## src/rtl/ktc_pkg.sv

```systemverilog
package ktc_pkg;

	localparam int MAX_TOKEN_LEN = 127;
	localparam int MAX_ENTRIES = 4096;
	localparam int ENTRY_CNT_W = $clog2(MAX_ENTRIES + 1);
	localparam int ENTRY_IDX_W = 12;
	localparam int LEN_W = 7;
	localparam int LINE_W = 16;
	localparam int KW_COUNT = 17;
	localparam int KW_CODE_W = 5;
	localparam int PREFIX_BYTES = 6;
	localparam int PREFIX_W = 8 * PREFIX_BYTES;
	localparam int QDEPTH = 4;
	localparam int QPTR_W = $clog2(QDEPTH);
	localparam int QCNT_W = $clog2(QDEPTH + 1);

	localparam logic [LEN_W-1:0] COL_MAX = '1;
	localparam logic [LINE_W-1:0] LINE_MAX = '1;

	typedef enum logic [2:0] {
		KIND_KEYWORD   = 3'd0,
		KIND_OPERATOR  = 3'd1,
		KIND_PARAMETER = 3'd2,
		KIND_ERROR     = 3'd3,
		KIND_SUCCESS   = 3'd4
	} token_kind_t;

	typedef struct packed {
		logic [7:0] char_code;
		logic       end_of_input;
	} item_t;

	typedef struct packed {
		token_kind_t            token_kind;
		logic [KW_CODE_W-1:0]   keyword_code;
		logic [7:0]             operator_char;
		logic [ENTRY_IDX_W-1:0] entry_index;
		logic                   owner_valid;
		logic [LINE_W-1:0]      line_number;
		logic [LEN_W-1:0]       start_column;
		logic [LEN_W-1:0]       token_length;
		logic                   last;
	} result_t;

	// keyword text, first byte in the low bits, zero padded
	localparam logic [PREFIX_W-1:0] KW_PREFIX [KW_COUNT] = '{
		48'h0000_0000_6669,  // if
		48'h0000_6573_6c65,  // else
		48'h0000_6669_6c65,  // elif
		48'h0065_6c69_6877,  // while
		48'h6e72_7574_6572,  // return
		48'h0000_0074_6e69,  // int
		48'h0000_0072_6176,  // var
		48'h0000_0072_6f66,  // for
		48'h0000_676e_6f6c,  // long
		48'h0074_726f_6873,  // short
		48'h0000_7469_6e69,  // init
		48'h0000_636e_7566,  // func
		48'h0000_0070_6d69,  // imp
		48'h0000_0074_756f,  // out
		48'h0000_0000_6e69,  // in
		48'h0000_0072_7261,  // arr
		48'h0073_7361_6c63   // class
	};

	localparam logic [2:0] KW_LEN [KW_COUNT] = '{
		3'd2, 3'd4, 3'd4, 3'd5, 3'd6, 3'd3, 3'd3, 3'd3, 3'd4,
		3'd5, 3'd4, 3'd4, 3'd3, 3'd3, 3'd2, 3'd3, 3'd5
	};

endpackage

```

## src/rtl/keyword_token_classifier_unit.sv

```systemverilog
// Lexer for a byte stream: takes one source byte per cycle and reports keywords,
// operators, parameters (integers and identifiers, tied to the latest entry),
// the first error and the final success status. A byte is classed in the cycle
// it is accepted and its results (up to two, such as a word closed by an
// operator) enter a four-deep result queue and are registered there before they
// appear, leaving at one per cycle while result_ready is high. item_ready is
// high while the queue has at least two free slots, giving one byte per cycle
// as long as results are taken at the rate they arise. After an error no further
// results come until reset; after end of input the block starts afresh on the next text.
module keyword_token_classifier_unit (
	input  logic              clk,
	input  logic              arst_n,
	input  logic              item_valid,
	output logic              item_ready,
	input  ktc_pkg::item_t    item,
	output logic              result_valid,
	input  logic              result_ready,
	output ktc_pkg::result_t  result
);

	function automatic logic is_op(input logic [7:0] c);
		return c == "+" || c == "-" || c == "*" || c == "/" || c == ">" ||
		       c == "<" || c == "=" || c == "%" || c == "!";
	endfunction

	function automatic logic is_delim(input logic [7:0] c);
		return is_op(c) || c == " " || c == "," || c == ";" || c == "(" ||
		       c == ")" || c == "[" || c == "]" || c == "{" || c == "}";
	endfunction

	function automatic logic is_digit(input logic [7:0] c);
		return c >= "0" && c <= "9";
	endfunction

	function automatic logic is_alpha(input logic [7:0] c);
		return (c >= "a" && c <= "z") || (c >= "A" && c <= "Z");
	endfunction

	// word and position state
	logic [ktc_pkg::PREFIX_W-1:0]    prefix_q, prefix_d;
	logic [ktc_pkg::LEN_W-1:0]       wlen_q, wlen_d;
	logic [ktc_pkg::LEN_W-1:0]       wstart_q, wstart_d;
	logic [ktc_pkg::LEN_W-1:0]       column_q, column_d;
	logic [ktc_pkg::LINE_W-1:0]      line_q, line_d;
	logic                            digits_q, digits_d;
	logic                            ident_q, ident_d;
	logic [ktc_pkg::ENTRY_CNT_W-1:0] entries_q, entries_d;
	logic                            error_q, error_d;

	// result queue
	ktc_pkg::result_t                fifo_q [ktc_pkg::QDEPTH];
	logic [ktc_pkg::QPTR_W-1:0]      wr_ptr_q, rd_ptr_q;
	logic [ktc_pkg::QCNT_W-1:0]      count_q;

	logic                            accept, pop;
	logic [1:0]                      push_n;
	ktc_pkg::result_t                res0, res1;

	logic                            kw_hit;
	logic [ktc_pkg::KW_CODE_W-1:0]   kw_code;
	ktc_pkg::result_t                fl, op_res, done_res;
	logic                            fl_err;
	logic [ktc_pkg::ENTRY_CNT_W-1:0] cnt_fl, cnt_op;
	logic [ktc_pkg::LEN_W-1:0]       col_inc;
	logic                            word_byte;

	assign accept       = item_valid && item_ready;
	assign pop          = result_valid && result_ready;
	assign item_ready   = (ktc_pkg::QCNT_W'(ktc_pkg::QDEPTH) - count_q) >= ktc_pkg::QCNT_W'(2);
	assign result_valid = count_q != '0;
	assign result       = fifo_q[rd_ptr_q];

	assign word_byte = !is_delim(item.char_code) && item.char_code != 8'h0a &&
	                   item.char_code != 8'h00;
	assign col_inc   = (column_q == ktc_pkg::COL_MAX) ? column_q : column_q + 1'b1;

	always_comb begin
		kw_hit  = 1'b0;
		kw_code = '0;
		for (int i = ktc_pkg::KW_COUNT - 1; i >= 0; i--) begin
			if (prefix_q == ktc_pkg::KW_PREFIX[i] &&
			    wlen_q == ktc_pkg::LEN_W'(ktc_pkg::KW_LEN[i])) begin
				kw_hit  = 1'b1;
				kw_code = ktc_pkg::KW_CODE_W'(i);
			end
		end
	end

	// classify the pending word
	always_comb begin
		fl              = '0;
		fl.line_number  = line_q;
		fl.start_column = wstart_q;
		fl.token_length = wlen_q;
		fl_err          = 1'b0;
		cnt_fl          = entries_q;
		if (kw_hit) begin
			fl.token_kind   = ktc_pkg::KIND_KEYWORD;
			fl.keyword_code = kw_code;
			fl.owner_valid  = 1'b1;
			if (entries_q < ktc_pkg::ENTRY_CNT_W'(ktc_pkg::MAX_ENTRIES)) begin
				fl.entry_index = ktc_pkg::ENTRY_IDX_W'(entries_q);
				cnt_fl         = entries_q + 1'b1;
			end else begin
				fl.entry_index = ktc_pkg::ENTRY_IDX_W'(ktc_pkg::MAX_ENTRIES - 1);
			end
		end else if (digits_q || ident_q) begin
			fl.token_kind = ktc_pkg::KIND_PARAMETER;
			if (entries_q != '0) begin
				fl.entry_index = ktc_pkg::ENTRY_IDX_W'(entries_q - 1'b1);
				fl.owner_valid = 1'b1;
			end
		end else begin
			fl.token_kind = ktc_pkg::KIND_ERROR;
			fl_err        = 1'b1;
		end
	end

	always_comb begin
		op_res               = '0;
		op_res.token_kind    = ktc_pkg::KIND_OPERATOR;
		op_res.operator_char = item.char_code;
		op_res.owner_valid   = 1'b1;
		op_res.line_number   = line_q;
		op_res.start_column  = column_q;
		op_res.token_length  = ktc_pkg::LEN_W'(1);
		op_res.last          = 1'b1;
		cnt_op               = cnt_fl;
		if (cnt_fl < ktc_pkg::ENTRY_CNT_W'(ktc_pkg::MAX_ENTRIES)) begin
			op_res.entry_index = ktc_pkg::ENTRY_IDX_W'(cnt_fl);
			cnt_op             = cnt_fl + 1'b1;
		end else begin
			op_res.entry_index = ktc_pkg::ENTRY_IDX_W'(ktc_pkg::MAX_ENTRIES - 1);
		end
	end

	always_comb begin
		done_res              = '0;
		done_res.token_kind   = ktc_pkg::KIND_SUCCESS;
		done_res.line_number  = line_q;
		done_res.start_column = column_q;
		done_res.last         = 1'b1;
	end

	always_comb begin
		prefix_d  = prefix_q;
		wlen_d    = wlen_q;
		wstart_d  = wstart_q;
		column_d  = column_q;
		line_d    = line_q;
		digits_d  = digits_q;
		ident_d   = ident_q;
		entries_d = entries_q;
		error_d   = error_q;
		push_n    = 2'd0;
		res0      = fl;
		res1      = op_res;
		if (accept && !error_q) begin
			if (item.end_of_input) begin
				if (wlen_q != '0 && fl_err) begin
					res0.last = 1'b1;
					push_n    = 2'd1;
					error_d   = 1'b1;
				end else begin
					if (wlen_q != '0) begin
						res1   = done_res;
						push_n = 2'd2;
					end else begin
						res0   = done_res;
						push_n = 2'd1;
					end
					entries_d = '0;
					line_d    = ktc_pkg::LINE_W'(1);
					column_d  = '0;
				end
				prefix_d = '0;
				wlen_d   = '0;
				wstart_d = '0;
				digits_d = 1'b1;
				ident_d  = 1'b1;
			end else if (word_byte) begin
				if (wlen_q >= ktc_pkg::LEN_W'(ktc_pkg::MAX_TOKEN_LEN)) begin
					res0              = '0;
					res0.token_kind   = ktc_pkg::KIND_ERROR;
					res0.line_number  = line_q;
					res0.start_column = wstart_q;
					res0.token_length = ktc_pkg::LEN_W'(ktc_pkg::MAX_TOKEN_LEN);
					res0.last         = 1'b1;
					push_n            = 2'd1;
					error_d           = 1'b1;
				end else begin
					if (wlen_q == '0) begin
						wstart_d = column_q;
						ident_d  = is_alpha(item.char_code) || item.char_code == "_";
					end else begin
						ident_d = ident_q && (is_alpha(item.char_code) ||
						          is_digit(item.char_code) || item.char_code == "_");
					end
					digits_d = digits_q && is_digit(item.char_code);
					for (int i = 0; i < ktc_pkg::PREFIX_BYTES; i++) begin
						if (wlen_q == ktc_pkg::LEN_W'(i))
							prefix_d[8*i +: 8] = item.char_code;
					end
					wlen_d   = wlen_q + 1'b1;
					column_d = col_inc;
				end
			end else begin
				if (wlen_q != '0) begin
					prefix_d = '0;
					wlen_d   = '0;
					wstart_d = '0;
					digits_d = 1'b1;
					ident_d  = 1'b1;
				end
				if (wlen_q != '0 && fl_err) begin
					res0.last = 1'b1;
					push_n    = 2'd1;
					error_d   = 1'b1;
				end else begin
					entries_d = cnt_fl;
					if (wlen_q != '0) begin
						if (is_op(item.char_code)) begin
							push_n    = 2'd2;
							entries_d = cnt_op;
						end else begin
							res0.last = 1'b1;
							push_n    = 2'd1;
						end
					end else if (is_op(item.char_code)) begin
						res0      = op_res;
						push_n    = 2'd1;
						entries_d = cnt_op;
					end
					if (item.char_code == 8'h0a) begin
						if (line_q != ktc_pkg::LINE_MAX)
							line_d = line_q + 1'b1;
						column_d = '0;
					end else begin
						column_d = col_inc;
					end
				end
			end
		end
	end

	always_ff @(posedge clk or negedge arst_n) begin
		if (!arst_n) begin
			prefix_q  <= '0;
			wlen_q    <= '0;
			wstart_q  <= '0;
			column_q  <= '0;
			line_q    <= ktc_pkg::LINE_W'(1);
			digits_q  <= 1'b1;
			ident_q   <= 1'b1;
			entries_q <= '0;
			error_q   <= 1'b0;
		end else begin
			prefix_q  <= prefix_d;
			wlen_q    <= wlen_d;
			wstart_q  <= wstart_d;
			column_q  <= column_d;
			line_q    <= line_d;
			digits_q  <= digits_d;
			ident_q   <= ident_d;
			entries_q <= entries_d;
			error_q   <= error_d;
		end
	end

	always_ff @(posedge clk or negedge arst_n) begin
		if (!arst_n) begin
			wr_ptr_q <= '0;
			rd_ptr_q <= '0;
			count_q  <= '0;
		end else begin
			wr_ptr_q <= wr_ptr_q + ktc_pkg::QPTR_W'(push_n);
			if (pop)
				rd_ptr_q <= rd_ptr_q + 1'b1;
			count_q <= count_q + ktc_pkg::QCNT_W'(push_n) - ktc_pkg::QCNT_W'(pop);
		end
	end

	always_ff @(posedge clk) begin
		if (push_n != 2'd0)
			fifo_q[wr_ptr_q] <= res0;
		if (push_n == 2'd2)
			fifo_q[wr_ptr_q + 1'b1] <= res1;
	end

	a_queue_bound: assert property (@(posedge clk) disable iff (!arst_n)
		count_q <= ktc_pkg::QCNT_W'(ktc_pkg::QDEPTH))
		else $error("result queue overfilled");

	a_entry_bound: assert property (@(posedge clk) disable iff (!arst_n)
		entries_q <= ktc_pkg::ENTRY_CNT_W'(ktc_pkg::MAX_ENTRIES))
		else $error("entry count beyond table size");

	a_eoi_reports: assert property (@(posedge clk) disable iff (!arst_n)
		accept && !error_q && item.end_of_input |=> count_q != '0)
		else $error("end of input gave no result");

	a_silent_latch: assert property (@(posedge clk) disable iff (!arst_n)
		error_q |=> error_q && count_q <= $past(count_q))
		else $error("results pushed after error latched");

endmodule
```

## config.mk

```make
export PLATFORM = sky130hd
export DESIGN_NAME = keyword_token_classifier_unit
export DESIGN_NICKNAME = d
export VERILOG_FILES = /design/src/rtl/ktc_pkg.sv /design/src/rtl/keyword_token_classifier_unit.sv
export SDC_FILE = /design/constraint.sdc
export NUM_CORES = 1
export LEC_CHECK = 0
export ABC_CLOCK_PERIOD_IN_PS = 10150
export BUFFER_PORTS_ARGS = -buffer_cell sky130_fd_sc_hd__buf_4
export CAP_MARGIN = 10
export CORE_AREA = 2 2 169 295
export CTS_BUF_LIST = sky130_fd_sc_hd__clkbuf_4 sky130_fd_sc_hd__clkbuf_8
export DETAILED_ROUTE_END_ITERATION = 7
export DIE_AREA = 0 0 171 297
export GPL_TIMING_DRIVEN = 0
export PLACE_DENSITY = 0.64
export SLEW_MARGIN = 20
export SYNTH_ARGS = -nofsm -noshare
export SYNTH_HDL_FRONTEND = slang
export SYNTH_SLANG_ARGS = --single-unit
export TNS_END_PERCENT = 20
```

## constraint.sdc

```tcl
create_clock -name clk -period 10.15 [get_ports clk]
set_input_delay 2.5375 -clock clk [delete_from_list [all_inputs] [get_ports clk]]
set_output_delay 2.5375 -clock clk [all_outputs]
set_load 0.005 [all_outputs]
```

==> results of run 1 <==
[cells by family after synthesis]
group	count (synthesis)
AND/OR/NAND/NOR	645
flip-flops	348
AO/OA/AOI/OAI	458
buffers and inverters	174
other	1
multiplexers	69
adder cells (fa/ha/maj)	20
XOR/XNOR	19
[layer usage]
metal,share of wire [%],track usage (%)
met1,33,26.7
met2,54,49.0
met3,5.4,4.03
met4,7.3,17.3
met5,0.024,0
[worst min path at each step]
stage | from | to | cells past startpoint
finish | fifo_q[3][6] | fifo_q[3][6] | 2
global route | fifo_q[2][5] | fifo_q[2][5] | 2
CTS | fifo_q[3][6] | fifo_q[3][6] | 2
detailed placement | fifo_q[3][6] | fifo_q[3][6] | 2
global placement | fifo_q[2][7] | fifo_q[2][7] | 2
floorplan | fifo_q[2][3] | fifo_q[2][3] | 2
[Yosys cell counts, drive strengths merged, types with 6 or more instances]
cell type | number | area [sq um]
nor3b | 12 | 100
a211oi | 6 | 50.1
or4 | 13 | 101
o31ai | 10 | 75.1
o211ai | 23 | 178
clkbuf | 74 | 280
nand2b | 7 | 43.8
a22o | 75 | 657
nand2 | 146 | 568
inv | 35 | 131
o21a | 7 | 52.6
or2 | 15 | 93.8
ha | 18 | 225
and3 | 31 | 194
buf | 64 | 348
a32o | 31 | 310
and4bb | 6 | 75.1
dfrtp | 105 | 2630
nand4b | 7 | 82.6
nand4 | 34 | 234
xnor2 | 10 | 87.6
and4 | 7 | 66.3
o22ai | 51 | 373
nor2b | 8 | 50.1
nand3 | 49 | 255
xor2 | 9 | 78.8
a21o | 8 | 60.1
edfxtp | 188 | 5650
a31oi | 10 | 68.8
or3 | 18 | 118
nor2 | 91 | 367
a21oi | 64 | 324
nor3 | 64 | 350
o32ai | 11 | 96.3
nor4b | 8 | 85.1
o2bb2ai | 17 | 149
o21ai | 94 | 485
nor4 | 25 | 175
dfxtp | 52 | 1040
and3b | 6 | 52.6
and2 | 74 | 463
a31o | 7 | 61.3
mux4 | 60 | 1350
mux2i | 8 | 80.1
nand3b | 7 | 65.1
[layout make-up]
type | count | area, sq um | share of cell area [%]
clock inverters | 20 | 216 | 0.994
repair buffers | 73 | 584 | 2.68
flip-flops and latches | 348 | 9390 | 43.1
multi-input cells | 1215 | 8980 | 41.2
diodes | 1 | 2.50 | 0.0115
inverters | 36 | 135 | 0.621
plain buffers | 138 | 642 | 2.95
clock buffers | 80 | 1010 | 4.63
well taps | 654 | 818 | 3.76
[critical path, stage by stage]
cell and delay [ns]:
buf_4 0.08, clkbuf_1 0.68, nand2_1 0.34, o221ai_1 0.65, nor2_1 0.22, a31oi_1 0.43, a21boi_1 0.58, nand2_1 0.50
nor2_2 0.55, buf_2 0.41, a22o_1 0.20
[power groups by stage]
stage | registers, uW | logic, uW | clock network, uW
4_1_cts | 1850 | 1930 | 1350
2_1_floorplan | 1830 | 1170 | 0
5_1_grt | 1870 | 2070 | 1400
6_report | 1850 | 1930 | 1330
3_5_place_dp | 1870 | 1930 | 0
3_3_place_gp | 1870 | 1900 | 0
[per-stage QoR]
stage	std cells	power [uW]	cell area (sq um)	worst slack (ns)	hold slack [ns]
5_1_grt	2565	5350	21800	3.26	0.470
3_3_place_gp	2462	3770	20500	1.34	0.433
3_5_place_dp	2464	3800	20500	3.05	0.442
2_1_floorplan	1737	3010	19100	3.69	0.426
6_report	2565	5110	21800	3.51	0.445
4_1_cts	2564	5130	21800	3.65	0.451
[state kept, by name, indices dropped and copies added, names as in the netlist]
signal,flops
ident_q,1
line_q,16
column_q,7
rd_ptr_q,2
entries_q,13
count_q,3
digits_q,1
error_q,1
wlen_q,7
fifo_q,240
prefix_q,48
wr_ptr_q,2
wstart_q,7
[layout by cell type (no fill, tap or decap), types with 11 or more instances in the layout]
| cell | instances |
|---|---|
| and2_1 | 73 |
| a22o_1 | 75 |
| clkbuf_8 | 65 |
| clkbuf_1 | 71 |
| mux4_2 | 60 |
| buf_4 | 82 |
| o22ai_1 | 46 |
| dfxtp_1 | 52 |
| a21oi_1 | 63 |
| o21ai_1 | 17 |
| clkbuf_4 | 16 |
| nand2_1 | 142 |
| dfrtp_1 | 105 |
| buf_2 | 39 |
| nand4_1 | 32 |
| nor2_1 | 83 |
| ha_1 | 18 |
| edfxtp_1 | 188 |
| o2bb2ai_1 | 17 |
| nor4_1 | 22 |
| nor3_1 | 58 |
| and3_1 | 31 |
| inv_1 | 34 |
| o211ai_1 | 22 |
| nand3_1 | 47 |
| o32ai_1 | 11 |
| or3_1 | 17 |
| a32o_1 | 31 |
| o21ai_0 | 73 |
| or4_1 | 12 |
==> run summary, run 1 <==
Worst hold path class: register to register
Yosys warnings: 0
Port bufs: 71
Largest net degree at the start of global routing: 57
VDD IR-drop max: 0.120 mV
Max_cap viols: 0
Fin. Hold Viols: 0
Post-Synth XOR/XNOR Area: 0.871%
Initial antenna violation count: 2
Setup_tns: 0 ns
CTS root buffer: clkbuf_8
Largest fanout on the critical path: 10
Die width: 171 um
Cell Int Power: 3190 uW
CTS tree: done
Pins over their slew limit: 0
Tmin final: 6.64 ns
TritonCTS Sinks: 348
Synth Area in Compound Gates: 17.6%
First-pass GRT wire length: 101 mm
Starting Density: 39.4%
Type of origin of the critical path: primary input
Reg-to-Reg Start: prefix_q[22]
CP Data Arrival Time: 7.20 ns
Adder-cell share of the synthesized area: 1.34%
Critical Path Sink: prefix_q[0]
Critical Path Sink Type: register
Asr flop ratio synth: 31.0%
GRT Resource Usage Total: 26.4%
Cts bufs inserted: 53
Reg2reg path depth: 11
Simple-gate share of the synthesized area: 19.5%
Wire per inst: 26.1 um
Global route overflow: 0
CTS Hold Bufs: 0
Final GP Congestion: 0.979
Least-Margin Pin Slew: 1.15 ns
Number of remaining DRC errors: 0
Clock group share of total power: 26.1%
Ports: 75
Comb pwr share: 37.7%
Area growth, synth to finish: 13.9%
Sequential element share of the synthesized area: 49.1%
Cell leakage power: 0.00800 uW
CTS HTree Levels: 2
Post-route ant nets: 0
Share of cells above drive strength 1: 19.1%
Critical Path RT: 10.71 ns
Setup violators final: 0
Switching Fraction: 37.6%
Detailed-route via count: 15779
CP startpoint: item[6]
Fillers: 4606
Clock Latency Late Sink: 0.65 ns
Psw: 1920 uW
Core region area: 48500 sq um
Distinct cells, synth: 119
# rows: 107
Routed wire length: 66.9 mm
Status: finished clean
Initial drt markers: 1267
# nets final: 1897
Vias in the first global route: 16151
Drt first pass iters: 5
Clk_skew: 0.0412 ns
Synthesized area: 19100 sq um
Cells after Synth: 1734
Slew headroom: 22.8%
Power per Cell Area: 235 nW/um^2
Die area: 50800 sq um
Setup Buffers After CTS: 0
Crit path kind: primary input to register
Post-DP HPWL: 50.5 mm
Max Clock Freq: 151 MHz
Worst R2R End: fifo_q[2][47]
Final Cycle Share: 65.4%
Largest family of logic cells by synthesized area: simple AND/OR/NAND/NOR gates
Main synth FF type: edfxtp_1
RSZ-0062 raised after global routing: false
Flop2flop setup slack: 4.89 ns
Post-CTS Resized: 0
Die Span Y: 297 um
Sequential power share: 36.2%
Number of synthesized flops with an enable pin: 188
Post-synthesis mux area share: 7.55%
Register bit count reported by yosys: 348
Clock buffer depth: 3
Util after Layout: 44.9%
CTS clk-pin slew, worst paths: 0.06 ns
Via density: 6.15
Avg Synthesized Cell Area: 11.0 sq um
Note: power is estimated with default switching activity, not from simulation.
==> inputs of run 2 (changes only) <==
--- a/config.mk
+++ b/config.mk
@@ -5,7 +5,7 @@
 export SDC_FILE = /design/constraint.sdc
 export NUM_CORES = 1
 export LEC_CHECK = 0
-export ABC_CLOCK_PERIOD_IN_PS = 10150
+export ABC_CLOCK_PERIOD_IN_PS = 6200
 export BUFFER_PORTS_ARGS = -buffer_cell sky130_fd_sc_hd__buf_4
 export CAP_MARGIN = 10
 export CORE_AREA = 2 2 169 295
==> constraint.sdc (replaced) <==
create_clock -name clk -period 6.2 [get_ports clk]
set_input_delay 1.55 -clock clk [delete_from_list [all_inputs] [get_ports clk]]
set_output_delay 1.55 -clock clk [all_outputs]
set_load 0.005 [all_outputs]
==> run 2 against run 1 <==
  * Clock skew grew 0.0035 ns
  * Sequential share of layout area stayed put
  * Combinational power is 64% higher
  * Power up 64%
  * Utilization is the same
  * Critical path depth is the same
  * Routed wire length is essentially flat
  * Non-clock buffer count is the same
  * Die area unchanged
  * Design area unchanged
  * Global-route usage is the same
  * Critical path type unchanged
  * Highest routed layer unchanged
==> run summary, run 2 (same netlist as run 1, synthesis figures left out) <==
Setup violators final: 0
Placed instance area: 20500 sq um
GR peak layer: met2
Reg2reg path depth: 12
Post-route ant nets: 0
Drt first pass iters: 6
Detailed-route via count: 15827
Ports: 75
GRT Resource Usage Total: 26.4%
Hold path depth: 2
Max Clock Freq: 179 MHz
Post-route cell area: 21800 sq um
Clk_skew: 0.0448 ns
Tmin final: 5.60 ns
Cell leakage power: 0.00800 uW
Die Span Y: 297 um
Worst hold path class: register to register
Biggest register: fifo_q
Met1 usage: 26.7%
TritonCTS Sinks: 348
Power per Cell Area: 384 nW/um^2
Via density: 6.17
Slew headroom: 24.5%
Non-Filler Instances: 2565
Flop2flop setup slack: 0.95 ns
Wire per inst: 26.1 um
Most common cell after layout, fill and taps aside: edfxtp_1
Most frequent cells in the layout: edfxtp_1, nand2_1, dfrtp_1
Biggest regs: fifo_q (240), prefix_q (48), line_q (16)
Fin. Hold Viols: 0
Hold Path Origin: fifo_q[3][6]
Clock Latency Late Sink: 0.65 ns
Port bufs: 71
Core region area: 48500 sq um
Least-Margin Pin Slew: 1.13 ns
Fillers: 4606
Type of origin of the critical path: primary input
Worst R2R End: fifo_q[2][47]
Initial antenna violation count: 2
Max_cap viols: 0
Final worst-path setup slack: 0.601 ns
Global route overflow: 0
Final Cycle Share: 90.3%
CP Data Arrival Time: 6.15 ns
Cts bufs inserted: 53
Area growth, synth to finish: 13.9%
Largest register FFs: 240
CTS tree: done
# rows: 107
VDD IR-drop max: 0.197 mV
Setup Buffers After CTS: 0
Clock buffer depth: 3
Pre-CTS worst setup slack: 0.0908 ns
Status: finished clean
Share of cells above drive strength 1: 19.1%
Largest fanout on the critical path: 10
Largest net degree at the start of global routing: 57
CTS Hold Bufs: 0
Reg-to-Reg Start: wlen_q[6]
Starting Density: 39.4%
Post-CTS Resized: 0
Crit path kind: primary input to register
Area occupied by multi-input gates: 8980 sq um
Vias in the first global route: 16147
Register area: 9390 sq um
Number of remaining DRC errors: 0
Critical Path Sink Type: register
Util after Layout: 44.9%
Met3 Use GR: 4.03%
DP Cell Count: 2464
Post-DP HPWL: 50.5 mm
Die area: 50800 sq um
Die width: 171 um
CTS HTree Levels: 2
Met2 GRT Util: 49.0%
RSZ-0062 raised after global routing: false
CTS clk-pin slew, worst paths: 0.06 ns
First-pass GRT wire length: 101 mm
CTS root buffer: clkbuf_8
# nets final: 1897
Critical Path RT: 6.75 ns
Initial drt markers: 1217
Routed wire length: 66.9 mm
Final GP Congestion: 0.979
Pins over their slew limit: 0
Hold endpoint: fifo_q[3][6]
## run 2: worst max-delay path, cell delays in order
cell and delay [ns]:
buf_4 0.08, clkbuf_1 0.64, nand2_1 0.34, o221ai_1 0.58
nor2_1 0.21, a31oi_1 0.43, a21boi_1 0.61, nand2_1 0.52
nor2_2 0.55, buf_2 0.41, a22o_1 0.20
## run 2: worst max-delay path by stage
stage,start,end,slack (ns),depth (start not counted)
finish,item[6],prefix_q[1],0.60,11
global route,item[6],prefix_q[0],0.29,11
CTS,item[6],prefix_q[0],0.69,11
detailed placement,item[6],wstart_q[5],0.09,11
global placement,item[6],fifo_q[3][45],-1.62,9
floorplan,item[2],fifo_q[3][10],0.73,12
## run 2: through the flow
stage | hold WS (ns) | total power (uW) | setup TNS (ns)
6_report | 0.445 | 8370 | 0
5_1_grt | 0.470 | 8750 | 0
4_1_cts | 0.451 | 8390 | 0
3_5_place_dp | 0.442 | 6220 | 0
3_3_place_gp | 0.433 | 6170 | -100.59
2_1_floorplan | 0.426 | 4920 | 0
## run 2: metal layers
layer | up-vias | share of wire [%]
met5 | - | 0.024
met4 | 2 | 7.3
met3 | 249 | 5.5
met2 | 716 | 54
met1 | 7836 | 33
li1 | 7024 | -
## run 2: layout make-up
| class | count | share of cell area (%) |
|---|---|---|
| well taps | 654 | 3.76 |
| repair buffers | 73 | 2.68 |
| clock inverters | 20 | 0.994 |
| flip-flops and latches | 348 | 43.1 |
| plain buffers | 138 | 2.95 |
| clock buffers | 80 | 4.63 |
| multi-input cells | 1215 | 41.2 |
| diodes | 1 | 0.0115 |
| inverters | 36 | 0.621 |
## run 2: report_power, final
part | total, uW | switching [uW] | internal, uW | leakage [uW]
Sequential | 3030 | 204 | 2820 | 0.00359
Clock | 2190 | 973 | 1210 | 0.000636
Combinational | 3160 | 1980 | 1180 | 0.00378
==> inputs of run 3 (changes only) <==
--- a/config.mk
+++ b/config.mk
@@ -8,12 +8,13 @@
 export ABC_CLOCK_PERIOD_IN_PS = 6200
 export BUFFER_PORTS_ARGS = -buffer_cell sky130_fd_sc_hd__buf_4
 export CAP_MARGIN = 10
-export CORE_AREA = 2 2 169 295
+export CORE_AREA = 2 2 159 278
 export CTS_BUF_LIST = sky130_fd_sc_hd__clkbuf_4 sky130_fd_sc_hd__clkbuf_8
 export DETAILED_ROUTE_END_ITERATION = 7
-export DIE_AREA = 0 0 171 297
+export DIE_AREA = 0 0 161 280
 export GPL_TIMING_DRIVEN = 0
-export PLACE_DENSITY = 0.64
+export MAX_ROUTING_LAYER = met4
+export PLACE_DENSITY = 0.7
 export SLEW_MARGIN = 20
 export SYNTH_ARGS = -nofsm -noshare
 export SYNTH_HDL_FRONTEND = slang
==> run 3 against run 2 <==
  * Via count grew 0.40%
  * Global-route usage grew 3.5 points
  * Critical path depth grew 1
  * Sequential share of layout area grew 0.29 points
  * Non-clock buffer count grew 1
  * Fmax grew 9.4%
  * Power shrank 0.50%
  * Routed wire length shrank 1.7%
  * Final cell count shrank 3.5%
  * Critical path type unchanged
==> run summary, run 3 (same netlist as run 1, synthesis figures left out) <==
Status: finished clean
Ports: 75
CTS HTree Levels: 2
Final Cycle Share: 82.5%
Biggest regs: fifo_q (240), prefix_q (48), line_q (16)
GR peak layer: met2
Most frequent cells in the layout: edfxtp_1, nand2_1, dfrtp_1
Drt first pass iters: 6
Max_cap viols: 0
GRT Resource Usage Total: 29.8%
Post-DP HPWL: 48.9 mm
CTS root buffer: clkbuf_8
CTS tree: done
Post-route ant nets: 0
Crit path kind: primary input to register
Fin. Hold Viols: 0
Met3 Use GR: 3.92%
Largest register FFs: 240
Final GP Congestion: 0.976
# rows: 101
# nets final: 1897
Pins over their slew limit: 0
Via density: 6.42
Wire per inst: 26.6 um
Vias in the first global route: 15952
Biggest register: fifo_q
Tmin final: 5.12 ns
RSZ-0062 raised after global routing: false
Max Clock Freq: 195 MHz
Post-CTS Resized: 0
Port bufs: 71
First-pass GRT wire length: 98.8 mm
Area growth, synth to finish: 13.2%
Die width: 161 um
Power per Cell Area: 385 nW/um^2
Slew headroom: 18.4%
VDD IR-drop max: 0.226 mV
Hold Path Origin: fifo_q[3][4]
Initial drt markers: 1367
Critical Path RT: 6.52 ns
Detailed-route via count: 15890
Cts bufs inserted: 52
Core region area: 43000 sq um
CP startpoint: item[1]
Setup violators final: 0
DP Cell Count: 2377
CP peak stage delay: 0.55 ns
Die Span Y: 280 um
Cell leakage power: 0.00800 uW
Non-Filler Instances: 2476
Clk_skew: 0.0251 ns
Met2 GRT Util: 54.3%
Met1 usage: 30.0%
Clock Latency Late Sink: 0.65 ns
Worst hold path class: register to register
Least-Margin Pin Slew: 1.22 ns
Most common cell after layout, fill and taps aside: edfxtp_1
Setup_tns: 0 ns
CP Data Arrival Time: 5.43 ns
Critical Path Sink Type: register
CTS Hold Bufs: 0
Setup Buffers After CTS: 0
Starting Density: 44.5%
Number of remaining DRC errors: 0
Routed wire length: 65.8 mm
Global route overflow: 0
Clock buffer depth: 3
Largest net degree at the start of global routing: 70
Die area: 45100 sq um
Share of cells above drive strength 1: 19.0%
Initial antenna violation count: 1
Largest fanout on the critical path: 34
CP cell instances: buf_4 > buf_2 > nand3b_1 > o31ai_1 > a21oi_1 > o221ai_1 > or3_1 > a31oi_2 > nand4_1 > o21ai_1 > clkbuf_4 > buf_12
Type of origin of the critical path: primary input
Reg-to-Reg Start: prefix_q[26]
TritonCTS Sinks: 348
CP max stage cell: clkbuf_4
CTS clk-pin slew, worst paths: 0.06 ns
==> run 3: report_power, final <==
group          switching, uW  internal, uW
clock                    975          1150
sequential               213          2820
combinational           1990          1180
total                   3180          5150
==> run 3: area by class of cell <==
type | count | area, sq um
antenna | 1 | 2.50
clock inverter | 28 | 259
tap | 566 | 708
sequential | 348 | 9390
buffer | 138 | 642
fill | 3849 | 21300
inverter | 36 | 135
clock buffer | 70 | 920
multi-input combinational | 1215 | 8980
timing repair buffer | 74 | 596
==> run 3: routing by layer <==
metal  vias up  routed length [um]
li1       7019                   -
met1      7915               22500
met2       721               35100
met3       235                3480
met4         0                4730
met5         -                   0
==> run 3: through the flow <==
step                cell area (sq um)  hold slack [ns]  setup WS (ns)  util (%)  power, uW
floorplan                       19100            0.426          0.728         -       4920
global placement                20400            0.435          -1.36      47.4       6160
detailed placement              20400            0.441          0.544      47.6       6230
CTS                             21600            0.450           1.18      50.3       8330
global route                    21600            0.473          0.941      50.3       8660
finish                          21600            0.448           1.08      50.3       8330
==> run 3: final timing paths <==
| check | endpoint | slack [ns] | cells past startpoint |
|---|---|---|---|
| min | fifo_q[3][4] | 0.45 | 2 |
| min in group asynchronous | entries_q[1] | 0.80 | 1 |
| max in group asynchronous | digits_q | 4.61 | 2 |
| max reg2reg | fifo_q[2][46] | 1.12 | 11 |
| max | fifo_q[3][46] | 1.08 | 12 |
| min reg2reg | fifo_q[3][4] | 0.45 | 2 |
==> run 3: worst max-delay path, delay by kind of cell <==
kind                   cells  cell delay, ns
and+or+nand+nor            3            0.92
buffers and inverters      4            1.16
AOI/OAI and AO/OA          5            1.76
